--- config.mk ---
export PLATFORM = sky130hd
export DESIGN_NAME = single_button_dimmer_flat
export DESIGN_NICKNAME = d
export VERILOG_FILES = /design/src/rtl/sbd_pkg.sv /design/src/rtl/sbd_event_if.sv /design/src/rtl/sbd_level_if.sv /design/src/rtl/sbd_ctrl.sv /design/src/rtl/sbd_datapath.sv /design/src/rtl/single_button_dimmer.sv /design/src/flat_wrapper.sv
export SDC_FILE = /design/constraint.sdc
export NUM_CORES = 1
export LEC_CHECK = 0
export ABC_AREA = 1
export BUFFER_PORTS_ARGS = -buffer_cell sky130_fd_sc_hd__clkbuf_2
export CAP_MARGIN = 20
export CORE_MARGIN = 4
export CORE_UTILIZATION = 49
export CTS_CLUSTER_DIAMETER = 50
export DETAILED_ROUTE_END_ITERATION = 8
export PLACE_DENSITY = 0.66
export SYNTH_ARGS = -nofsm -noshare
export SYNTH_HDL_FRONTEND = slang
export SYNTH_SLANG_ARGS = --single-unit
export TNS_END_PERCENT = 100
--- constraint.sdc ---
create_clock -name clk -period 6.8 [get_ports clk]
set_input_delay 2.04 -clock clk [delete_from_list [all_inputs] [get_ports clk]]
set_output_delay 2.04 -clock clk [all_outputs]
set_load 0.01 [all_outputs]
--- src/rtl/sbd_pkg.sv ---
// Shared types and constants for the single button dimmer.
`default_nettype none

package sbd_pkg;

  // Fixed field widths
  localparam int LEVEL_BITS  = 7;
  localparam int PERIOD_BITS = 16;
  localparam int STAMP_BITS  = 32;
  localparam int MS_BITS     = 10;
  // period * 1000 stays below 2^26
  localparam int SPAN_BITS   = PERIOD_BITS + MS_BITS;
  // 100 * span stays below 2^33
  localparam int SCALE_BITS  = SPAN_BITS + LEVEL_BITS;

  localparam logic [LEVEL_BITS-1:0]  FULL_LEVEL   = 7'd100;
  localparam logic [LEVEL_BITS-1:0]  MIN_LEVEL    = 7'd1;
  localparam logic [LEVEL_BITS-1:0]  RESET_SAVED  = 7'd50;
  localparam logic [PERIOD_BITS-1:0] RESET_PERIOD = 16'd2000;
  localparam logic [MS_BITS-1:0]     US_PER_MS    = 10'd1000;

  // Button event codes
  typedef enum logic [1:0] {
    OP_CLICK   = 2'd0,
    OP_RELEASE = 2'd1,
    OP_START   = 2'd2,
    OP_HOLD    = 2'd3
  } op_t;

  // Controller states
  typedef enum logic [2:0] {
    ST_IDLE,
    ST_APPLY,
    ST_SPAN,
    ST_SCALE,
    ST_DIVIDE,
    ST_RAMP,
    ST_DELIVER
  } state_t;

  // Controller to datapath commands
  typedef struct packed {
    logic latch;
    logic apply;
    logic span;
    logic scale;
    logic divide;
    logic ramp;
    logic deliver;
  } ctrl_cmd_t;

  // Datapath to controller status
  typedef struct packed {
    op_t  op;
    logic bright_zero;
    logic holding;
    logic out_free;
  } ctrl_sts_t;

endpackage

`default_nettype wire

--- src/rtl/sbd_event_if.sv ---
// Button event channel: valid/ready handshake with operation and timestamp.
`default_nettype none

interface sbd_event_if;
  logic                            valid;
  logic                            ready;
  logic [1:0]                      operation;
  logic [sbd_pkg::STAMP_BITS-1:0]  time_us;

  modport source (output valid, output operation, output time_us, input ready);
  modport sink   (input valid, input operation, input time_us, output ready);
endinterface

`default_nettype wire

--- src/rtl/sbd_level_if.sv ---
// Brightness result channel: valid/ready handshake with level and commit flag.
`default_nettype none

interface sbd_level_if;
  logic                            valid;
  logic                            ready;
  logic [sbd_pkg::LEVEL_BITS-1:0]  level;
  logic                            commit;

  modport source (output valid, output level, output commit, input ready);
  modport sink   (input valid, input level, input commit, output ready);
endinterface

`default_nettype wire

--- src/rtl/sbd_ctrl.sv ---
// Sequencing state machine of the dimmer: request intake, ramp divide count, delivery.
`default_nettype none

module sbd_ctrl #(
  parameter int FRACTION_BITS = 8
) (
  input  wire                      clk,
  input  wire                      rst,
  input  wire                      in_valid,
  output logic                     in_ready,
  input  wire sbd_pkg::ctrl_sts_t  sts,
  output sbd_pkg::ctrl_cmd_t       cmd
);

  localparam int NUM_BITS = sbd_pkg::SCALE_BITS + FRACTION_BITS;
  localparam int CNT_BITS = $clog2(NUM_BITS);

  sbd_pkg::state_t      state, state_next;
  logic [CNT_BITS-1:0]  count;

  // Advance state and divide count
  always_ff @(posedge clk) begin
    if (rst) begin
      state <= sbd_pkg::ST_IDLE;
      count <= '0;
    end else begin
      state <= state_next;
      if (state == sbd_pkg::ST_SCALE) begin
        count <= CNT_BITS'(NUM_BITS - 1);
      end else if (state == sbd_pkg::ST_DIVIDE) begin
        count <= count - CNT_BITS'(1);
      end
    end
  end

  // Pick next state
  always_comb begin
    state_next = state;
    case (state)
      sbd_pkg::ST_IDLE: begin
        if (in_valid) state_next = sbd_pkg::ST_APPLY;
      end
      sbd_pkg::ST_APPLY: begin
        case (sts.op)
          sbd_pkg::OP_CLICK:   state_next = sbd_pkg::ST_DELIVER;
          sbd_pkg::OP_RELEASE: state_next = sts.holding ? sbd_pkg::ST_DELIVER
                                                        : sbd_pkg::ST_IDLE;
          sbd_pkg::OP_START:   state_next = sbd_pkg::ST_IDLE;
          sbd_pkg::OP_HOLD:    state_next = sts.bright_zero ? sbd_pkg::ST_IDLE
                                                            : sbd_pkg::ST_SPAN;
          default:             state_next = sbd_pkg::ST_IDLE;
        endcase
      end
      sbd_pkg::ST_SPAN:   state_next = sbd_pkg::ST_SCALE;
      sbd_pkg::ST_SCALE:  state_next = sbd_pkg::ST_DIVIDE;
      sbd_pkg::ST_DIVIDE: begin
        if (count == '0) state_next = sbd_pkg::ST_RAMP;
      end
      sbd_pkg::ST_RAMP:   state_next = sbd_pkg::ST_DELIVER;
      sbd_pkg::ST_DELIVER: begin
        if (sts.out_free) state_next = sbd_pkg::ST_IDLE;
      end
      default: state_next = sbd_pkg::ST_IDLE;
    endcase
  end

  // Drive commands
  always_comb begin
    cmd         = '0;
    in_ready    = 1'b0;
    case (state)
      sbd_pkg::ST_IDLE: begin
        in_ready  = ~rst;
        cmd.latch = in_valid & ~rst;
      end
      sbd_pkg::ST_APPLY:   cmd.apply   = 1'b1;
      sbd_pkg::ST_SPAN:    cmd.span    = 1'b1;
      sbd_pkg::ST_SCALE:   cmd.scale   = 1'b1;
      sbd_pkg::ST_DIVIDE:  cmd.divide  = 1'b1;
      sbd_pkg::ST_RAMP:    cmd.ramp    = 1'b1;
      sbd_pkg::ST_DELIVER: cmd.deliver = sts.out_free;
      default: cmd = '0;
    endcase
  end

endmodule

`default_nettype wire

--- src/rtl/sbd_datapath.sv ---
// Dimmer datapath: level state, elapsed time scaling, serial divider, ramp and result register.
`default_nettype none

module sbd_datapath #(
  parameter int FRACTION_BITS = 8,
  parameter int TIME_BITS     = 32
) (
  input  wire                                clk,
  input  wire                                rst,
  input  wire                                cfg_write,
  input  wire [sbd_pkg::PERIOD_BITS-1:0]     cfg_data,
  input  wire [1:0]                          operation,
  input  wire [sbd_pkg::STAMP_BITS-1:0]      time_us,
  input  wire sbd_pkg::ctrl_cmd_t            cmd,
  output sbd_pkg::ctrl_sts_t                 sts,
  output logic                               out_valid,
  input  wire                                out_ready,
  output logic [sbd_pkg::LEVEL_BITS-1:0]     out_level,
  output logic                               out_commit
);

  localparam int LB       = sbd_pkg::LEVEL_BITS;
  localparam int SB       = sbd_pkg::SPAN_BITS;
  localparam int NUM_BITS = sbd_pkg::SCALE_BITS + FRACTION_BITS;
  localparam int RW       = LB + FRACTION_BITS;
  localparam int EXT_BITS = (TIME_BITS > SB) ? TIME_BITS : SB;

  localparam logic [RW-1:0] FULL_FX = RW'(sbd_pkg::FULL_LEVEL) << FRACTION_BITS;
  localparam logic [RW-1:0] MIN_FX  = RW'(sbd_pkg::MIN_LEVEL) << FRACTION_BITS;

  // Configuration and level state
  logic [sbd_pkg::PERIOD_BITS-1:0] period;
  logic [LB-1:0]                   brightness;
  logic [LB-1:0]                   saved_level;
  logic [RW-1:0]                   ramp_value;
  logic                            ramp_up;
  logic                            holding;
  logic [TIME_BITS-1:0]            last_time;

  // Captured request and working registers
  sbd_pkg::op_t                    op_q;
  logic [TIME_BITS-1:0]            now_q;
  logic [TIME_BITS-1:0]            elapsed;
  logic [SB-1:0]                   span;
  logic [SB-1:0]                   rem;
  logic [NUM_BITS-1:0]             num;
  logic [LB-1:0]                   res_level;
  logic                            res_commit;

  // Combinational helpers
  logic [EXT_BITS-1:0]             elapsed_ext;
  logic [SB-1:0]                   capped;
  logic [sbd_pkg::SCALE_BITS-1:0]  scaled;
  logic [SB:0]                     rem_shift;
  logic                            qbit;
  logic [RW-1:0]                   step;
  logic [RW-1:0]                   ramp_next;
  logic [sbd_pkg::PERIOD_BITS-1:0] period_eff;

  assign period_eff  = (period == '0) ? sbd_pkg::PERIOD_BITS'(1) : period;
  assign elapsed_ext = EXT_BITS'(elapsed);
  assign capped      = (elapsed_ext > EXT_BITS'(span)) ? span : SB'(elapsed_ext);
  assign scaled      = sbd_pkg::SCALE_BITS'(capped) *
                       sbd_pkg::SCALE_BITS'(sbd_pkg::FULL_LEVEL);
  assign rem_shift   = {rem, num[NUM_BITS-1]};
  assign qbit        = (rem_shift >= {1'b0, span});
  assign step        = num[RW-1:0];

  // Saturating ramp move in the current direction
  always_comb begin
    if (ramp_up) begin
      if (ramp_value >= FULL_FX || step >= FULL_FX - ramp_value) begin
        ramp_next = FULL_FX;
      end else begin
        ramp_next = ramp_value + step;
      end
    end else begin
      if (ramp_value <= MIN_FX || step >= ramp_value - MIN_FX) begin
        ramp_next = MIN_FX;
      end else begin
        ramp_next = ramp_value - step;
      end
    end
  end

  // Hold the ramp period register
  always_ff @(posedge clk) begin
    if (rst) begin
      period <= sbd_pkg::RESET_PERIOD;
    end else if (cfg_write) begin
      period <= cfg_data;
    end
  end

  // Update level state per request
  always_ff @(posedge clk) begin
    if (rst) begin
      brightness  <= '0;
      saved_level <= sbd_pkg::RESET_SAVED;
      ramp_value  <= '0;
      ramp_up     <= 1'b0;
      holding     <= 1'b0;
      last_time   <= '0;
    end else if (cmd.apply) begin
      case (op_q)
        sbd_pkg::OP_CLICK: begin
          if (brightness != '0) begin
            saved_level <= brightness;
            brightness  <= '0;
          end else begin
            brightness  <= saved_level;
          end
        end
        sbd_pkg::OP_RELEASE: begin
          holding <= 1'b0;
          if (holding && (ramp_value >= FULL_FX || ramp_value <= MIN_FX)) begin
            ramp_up <= ~ramp_up;
          end
        end
        sbd_pkg::OP_START: begin
          ramp_value <= RW'(brightness) << FRACTION_BITS;
          last_time  <= now_q;
        end
        sbd_pkg::OP_HOLD: begin
          if (brightness != '0) holding <= 1'b1;
        end
        default: holding <= holding;
      endcase
    end else if (cmd.span) begin
      last_time <= now_q;
    end else if (cmd.ramp) begin
      ramp_value <= ramp_next;
      brightness <= ramp_next[RW-1:FRACTION_BITS];
    end
  end

  // Capture request, scale elapsed time, run the restoring divider
  always_ff @(posedge clk) begin
    if (cmd.latch) begin
      op_q  <= sbd_pkg::op_t'(operation);
      now_q <= TIME_BITS'(time_us);
    end
    if (cmd.span) begin
      elapsed <= now_q - last_time;
      span    <= SB'(period_eff * SB'(sbd_pkg::US_PER_MS));
    end
    if (cmd.scale) begin
      num <= NUM_BITS'(scaled) << FRACTION_BITS;
      rem <= '0;
    end else if (cmd.divide) begin
      rem <= qbit ? SB'(rem_shift - {1'b0, span}) : SB'(rem_shift);
      num <= {num[NUM_BITS-2:0], qbit};
    end
  end

  // Form the pending result
  always_ff @(posedge clk) begin
    if (cmd.apply) begin
      res_commit <= 1'b1;
      if (op_q == sbd_pkg::OP_CLICK) begin
        res_level <= (brightness != '0) ? '0 : saved_level;
      end else begin
        res_level <= brightness;
      end
    end else if (cmd.ramp) begin
      res_commit <= 1'b0;
      res_level  <= ramp_next[RW-1:FRACTION_BITS];
    end
  end

  // Output register: load on deliver, drop when taken
  always_ff @(posedge clk) begin
    if (rst) begin
      out_valid <= 1'b0;
    end else if (cmd.deliver) begin
      out_valid <= 1'b1;
    end else if (out_ready) begin
      out_valid <= 1'b0;
    end
  end

  always_ff @(posedge clk) begin
    if (cmd.deliver) begin
      out_level  <= res_level;
      out_commit <= res_commit;
    end
  end

  assign sts.op          = op_q;
  assign sts.bright_zero = (brightness == '0);
  assign sts.holding     = holding;
  assign sts.out_free    = ~out_valid | out_ready;

endmodule

`default_nettype wire

--- src/rtl/single_button_dimmer.sv ---
// Single button dimmer, one request at a time. Click, and release after a hold: the request
// passes the apply and deliver states, then the result shows in the output register. Press start
// and requests with no result return to idle after the apply state. Long press hold: apply, span,
// scale, divide and ramp states before delivery, the divider giving one quotient bit per cycle
// over 33 + FRACTION_BITS numerator bits. A result waiting in the output register stalls delivery.
// Synchronous active-high reset: level 0, saved level 50, ramp down, ramp period 2000 ms.
`default_nettype none

module single_button_dimmer #(
  parameter int FRACTION_BITS = 8,
  parameter int TIME_BITS     = 32
) (
  input  wire                             clk,
  input  wire                             rst,
  input  wire                             cfg_write,
  input  wire [sbd_pkg::PERIOD_BITS-1:0]  cfg_data,
  sbd_event_if.sink                       button,
  sbd_level_if.source                     light
);

  sbd_pkg::ctrl_cmd_t cmd;
  sbd_pkg::ctrl_sts_t sts;

  // Sequence requests
  sbd_ctrl #(
    .FRACTION_BITS (FRACTION_BITS)
  ) u_ctrl (
    .clk      (clk),
    .rst      (rst),
    .in_valid (button.valid),
    .in_ready (button.ready),
    .sts      (sts),
    .cmd      (cmd)
  );

  // Compute levels and hold the result
  sbd_datapath #(
    .FRACTION_BITS (FRACTION_BITS),
    .TIME_BITS     (TIME_BITS)
  ) u_datapath (
    .clk        (clk),
    .rst        (rst),
    .cfg_write  (cfg_write),
    .cfg_data   (cfg_data),
    .operation  (button.operation),
    .time_us    (button.time_us),
    .cmd        (cmd),
    .sts        (sts),
    .out_valid  (light.valid),
    .out_ready  (light.ready),
    .out_level  (light.level),
    .out_commit (light.commit)
  );

`ifndef SYNTHESIS
  // One request in flight: no accept right after an accept
  a_single_request: assert property (@(posedge clk) disable iff (rst)
    (button.valid && button.ready) |=> !button.ready)
    else $error("request accepted while another is in flight");

  // A delivered result shows on the output next cycle
  a_deliver_shows: assert property (@(posedge clk) disable iff (rst)
    cmd.deliver |=> light.valid)
    else $error("delivered result not presented");

  // Delivery only into a free output register
  a_deliver_free: assert property (@(posedge clk) disable iff (rst)
    cmd.deliver |-> (!light.valid || light.ready))
    else $error("result overwrote a pending result");

  // Level stays within 0 to 100
  a_level_range: assert property (@(posedge clk) disable iff (rst)
    light.valid |-> (light.level <= sbd_pkg::FULL_LEVEL))
    else $error("level out of range");
`endif

endmodule

`default_nettype wire
--- src/flat_wrapper.sv ---
// flat-port wrapper written by rule: the top's interface ports become plain ports
module single_button_dimmer_flat 
#(
  parameter int FRACTION_BITS = 8,
  parameter int TIME_BITS     = 32
)
  (clk, rst, cfg_write, cfg_data, button_valid, button_operation, button_time_us, button_ready, light_valid, light_level, light_commit, light_ready);
  sbd_event_if button_i ();
  sbd_level_if light_i ();
  input  wire clk;
  input  wire rst;
  input  wire cfg_write;
  input  wire [sbd_pkg::PERIOD_BITS-1:0] cfg_data;
  input wire logic [$bits(button_i.valid)-1:0] button_valid;
  input wire logic [$bits(button_i.operation)-1:0] button_operation;
  input wire logic [$bits(button_i.time_us)-1:0] button_time_us;
  output wire logic [$bits(button_i.ready)-1:0] button_ready;
  output wire logic [$bits(light_i.valid)-1:0] light_valid;
  output wire logic [$bits(light_i.level)-1:0] light_level;
  output wire logic [$bits(light_i.commit)-1:0] light_commit;
  input wire logic [$bits(light_i.ready)-1:0] light_ready;
  assign button_i.valid = button_valid;
  assign button_i.operation = button_operation;
  assign button_i.time_us = button_time_us;
  assign button_ready = button_i.ready;
  assign light_valid = light_i.valid;
  assign light_level = light_i.level;
  assign light_commit = light_i.commit;
  assign light_i.ready = light_ready;
  single_button_dimmer #(.FRACTION_BITS(FRACTION_BITS), .TIME_BITS(TIME_BITS)) u_core (.clk(clk), .rst(rst), .cfg_write(cfg_write), .cfg_data(cfg_data), .button(button_i), .light(light_i));
endmodule
==> summary.txt <==
Timing
  • Post-Route Skew: just over 20 ps
  • RSZ-0062 raised after global routing: false
  • Final cycle utilization of the critical path: approximately 83%
  • Max_slew headroom: about a third
  • Finish-stage setup viols: 0
  • Fmax achieved: about 180 MHz
  • Setup tns final: 0 ps
  • Final setup margin: 1150 ps
  • Minimum clock period: 5650 ps
  • Max-slew violations: 0
  • Final Hold Fails: 0
  • Least-Margin Pin Slew: 970 ps

Die
  • Die area: between 40000 and 50000 um2
  • Row count: between 70 and 80
  • Die height: 219 um
  • IO Pins: 65
  • Core area: ~44000 um2
  • Die width: 219 um
  • Initial core utilization: about half

GRT
  • Largest net degree at the start of global routing: just over 60
  • Vias in the first global route: 17900
  • First-pass GRT wire length: 91900 um
  • Grt total ovfl: 0
  • Total track usage: 23.4%
  • Antenna violations before repair: 0

Layout
  • Sequential cell area: between 6000 and 7000 um2
  • Area of the multi-input gates: 13400 um2
  • Antenna Cells: 0
  • Layout cells sized above 1: under 10%
  • Commonest cells after routing, fill and taps aside: 584 x nand2_1, 424 x inv_1, 281 x ha_1, 249 x a21oi_1, 206 x nor2_1
  • Final #Nets: between 3000 and 4000
  • Layout area overhead: 9.07%
  • # fillers: roughly 4200
  • Most common cell after layout, fill and taps aside: nand2_1

Route
  • Vias after detailed routing: roughly 18000
  • Drc violations: 0
  • Routed vias/inst: between 5 and 6
  • DR WL/cell: roughly 16 um
  • Post-Route WL: around 56000 um
  • Initial drt markers: between 1000 and 1500
  • Post-route ant nets: 0
  • TritonRoute pass-1 iters: 6

CTS
  • Post-CTS Setup Bufs: 0
  • CTS clk-pin slew, worst paths: about 60 ps
  • # clock sinks: about 260
  • H-tree depth: 2
  • Inserted Clock Buffers: 36
  • Clock Tree Buf Depth: 3
  • Hold-fix buffers at CTS: 0
  • Clk Tree Root Cell: clkbuf_16
  • Post_cts resized: 0
  • Worst-skew pair later-pin latency: ~560 ps
  • CTS tree: done

Logic synthesis
  • Syn avg cell area: 7.79 um2
  • Syn Inst Count: 2811
  • Ys Warns: 0
  • Synthesized flop and latch total: about 260
  • Synth Cell Area: between 20000 and 25000 um2
  • Ys flop type: edfxtp_1
  • Synth top area share: 18.5%
  • Post-synthesis sequential area ratio: around 30%
  • Area share of xor/xnor cells in the synthesized design: a little under 4%
  • Synth Area in Adders: 23.1%
  • Post-Syn Nets: between 3000 and 4000
  • Area contributors post-synth: edfxtp_1 19%, ha_1 16%, dfxtp_1 12%
  • Multiplexer share of the synthesized area: 0%
  • Simple-Gate Fraction of Synth Area: between 10% and 20%
  • Largest family of logic cells by synthesized area: adder cells
  • Cell variety after synth: 56
  • Top cell type by total area after synthesis: edfxtp_1
  • Compound-cell area share of the yosys netlist: between 10% and 20%
  • Ys async rst share: 0%
  • Post-synth EDFFs: roughly 140

Critical path
  • WP data arrival: roughly 5900 ps
  • Crit-path max FO: between 50 and 60
  • Setup crit start kind: flop
  • CP Capture Type: flop
  • Req. time, crit path: 7080 ps
  • Crit path kind: reg2reg

Min path
  • HP Class: reg2reg

Job
  • MaxCap Viol Count: 0

Status
  • Outcome: completed

Placed design
  • IO Port Bufs: 64
  • Pre-CTS setup slack: 1200 ps
  • Placer Congestion: 0.940
  • Post-DP HPWL: ~45000 um

Power
  • Pwr/cell area: between 300 and 400 nW/um2
  • Power, Total: about 0.0085 W
  • Worst VDD drop: roughly 0.22 mV
  • P_leak: between 10 and 15 nW
[where the power goes]
part | internal, W | switching, W | total (W)
clock network | 0.00108 | 0.000753 | 0.00184
registers | 0.00196 | 0.000110 | 0.00207
logic | 0.00165 | 0.00296 | 0.00461
total | 0.00469 | 0.00382 | 0.00852
[worst paths after layout]
check | from | endpoint | slack, ps | depth (start not counted)
worst max-delay path | u_core.u_datapath.elapsed[15] | u_core.u_datapath.num[34] | 1150 | 22
worst min-delay path | u_core.u_datapath.res_level[3] | u_core.u_datapath.out_level[3] | 420 | 0
worst max register to register | u_core.u_datapath.elapsed[15] | u_core.u_datapath.num[34] | 1150 | 22
worst min register to register | u_core.u_datapath.res_level[3] | u_core.u_datapath.out_level[3] | 420 | 0
[synth_stat cells (23+ instances only)]
cell,instances
a21o_1,23
a21oi_1,249
clkbuf_1,27
dfxtp_1,126
edfxtp_1,135
fa_1,77
ha_1,281
inv_1,424
nand2_1,585
nand3_1,123
nand4_1,32
nor2_1,208
nor3_1,25
o21ai_0,189
o21ai_1,24
xnor2_1,32
xor2_1,65
[kinds of logic after synthesis]
logic type / count (synthesis)
AND/OR/NAND/NOR: 1030
flip-flops: 261
buffers and inverters: 497
XOR/XNOR: 97
AO/OA/AOI/OAI: 568
adder cells (fa/ha/maj): 358
[metal layers]
layer | up-vias | wire length (um) | global-route usage, %
met1 | 8496 | 27500 | 34.1
met5 | - | 0 | 0
met4 | 0 | 1060 | 5.75
met2 | 399 | 24600 | 37.3
met3 | 70 | 2580 | 2.51
li1 | 9391 | - | -
[area by class of cell]
cell class / count / share of cell area (%)
inverter: 436 / 6.85
clock inverter: 18 / 0.775
sequential: 261 / 27.5
tap: 592 / 3.10
clock buffer: 48 / 4.13
multi-input combinational: 2053 / 56.1
timing repair buffer: 70 / 1.52
[sequential cells by signal, indices dropped and copies added, names as in the netlist]
name                           cells
u_core.u_ctrl.count                6
u_core.u_ctrl.state                3
u_core.u_datapath.brightness       7
u_core.u_datapath.elapsed         32
u_core.u_datapath.holding          1
u_core.u_datapath.last_time       32
u_core.u_datapath.now_q           32
u_core.u_datapath.num             41
u_core.u_datapath.op_q             2
u_core.u_datapath.out_commit       1
u_core.u_datapath.out_level        7
u_core.u_datapath.out_valid        1
u_core.u_datapath.period          16
u_core.u_datapath.ramp_up          1
u_core.u_datapath.ramp_value      15
u_core.u_datapath.rem             26
u_core.u_datapath.res_commit       1
u_core.u_datapath.res_level        7
u_core.u_datapath.saved_level      7
u_core.u_datapath.span            23
[through the flow]
stage,hold slack (ps),cells,util [%],area (um2)
after global routing,431,3478,54.0,23900
after floorplan,400,2811,-,21900
after global placement,405,3411,51.4,22700
after CTS,424,3478,54.0,23900
after detailed placement,414,3412,51.4,22700
final,420,3478,54.0,23900
[worst max-delay path: stages (launching register included)]
cell and delay [ps]:
edfxtp_1 410, ha_1 320, nand2_1 60, inv_1 60
nand3_1 90, nor3_1 190, o21ai_0 130, o2111ai_1 90
nand2_1 70, nand2_1 80, nand2_2 430, o21ai_0 670
ha_1 340, ha_1 330, fa_1 460, ha_1 390
a21oi_1 200, a21boi_0 360, o21ai_0 180, nand2_1 90
nand4_1 90, o21ai_0 250, nand2_1 90
Note: power is estimated with default switching activity, not from simulation.
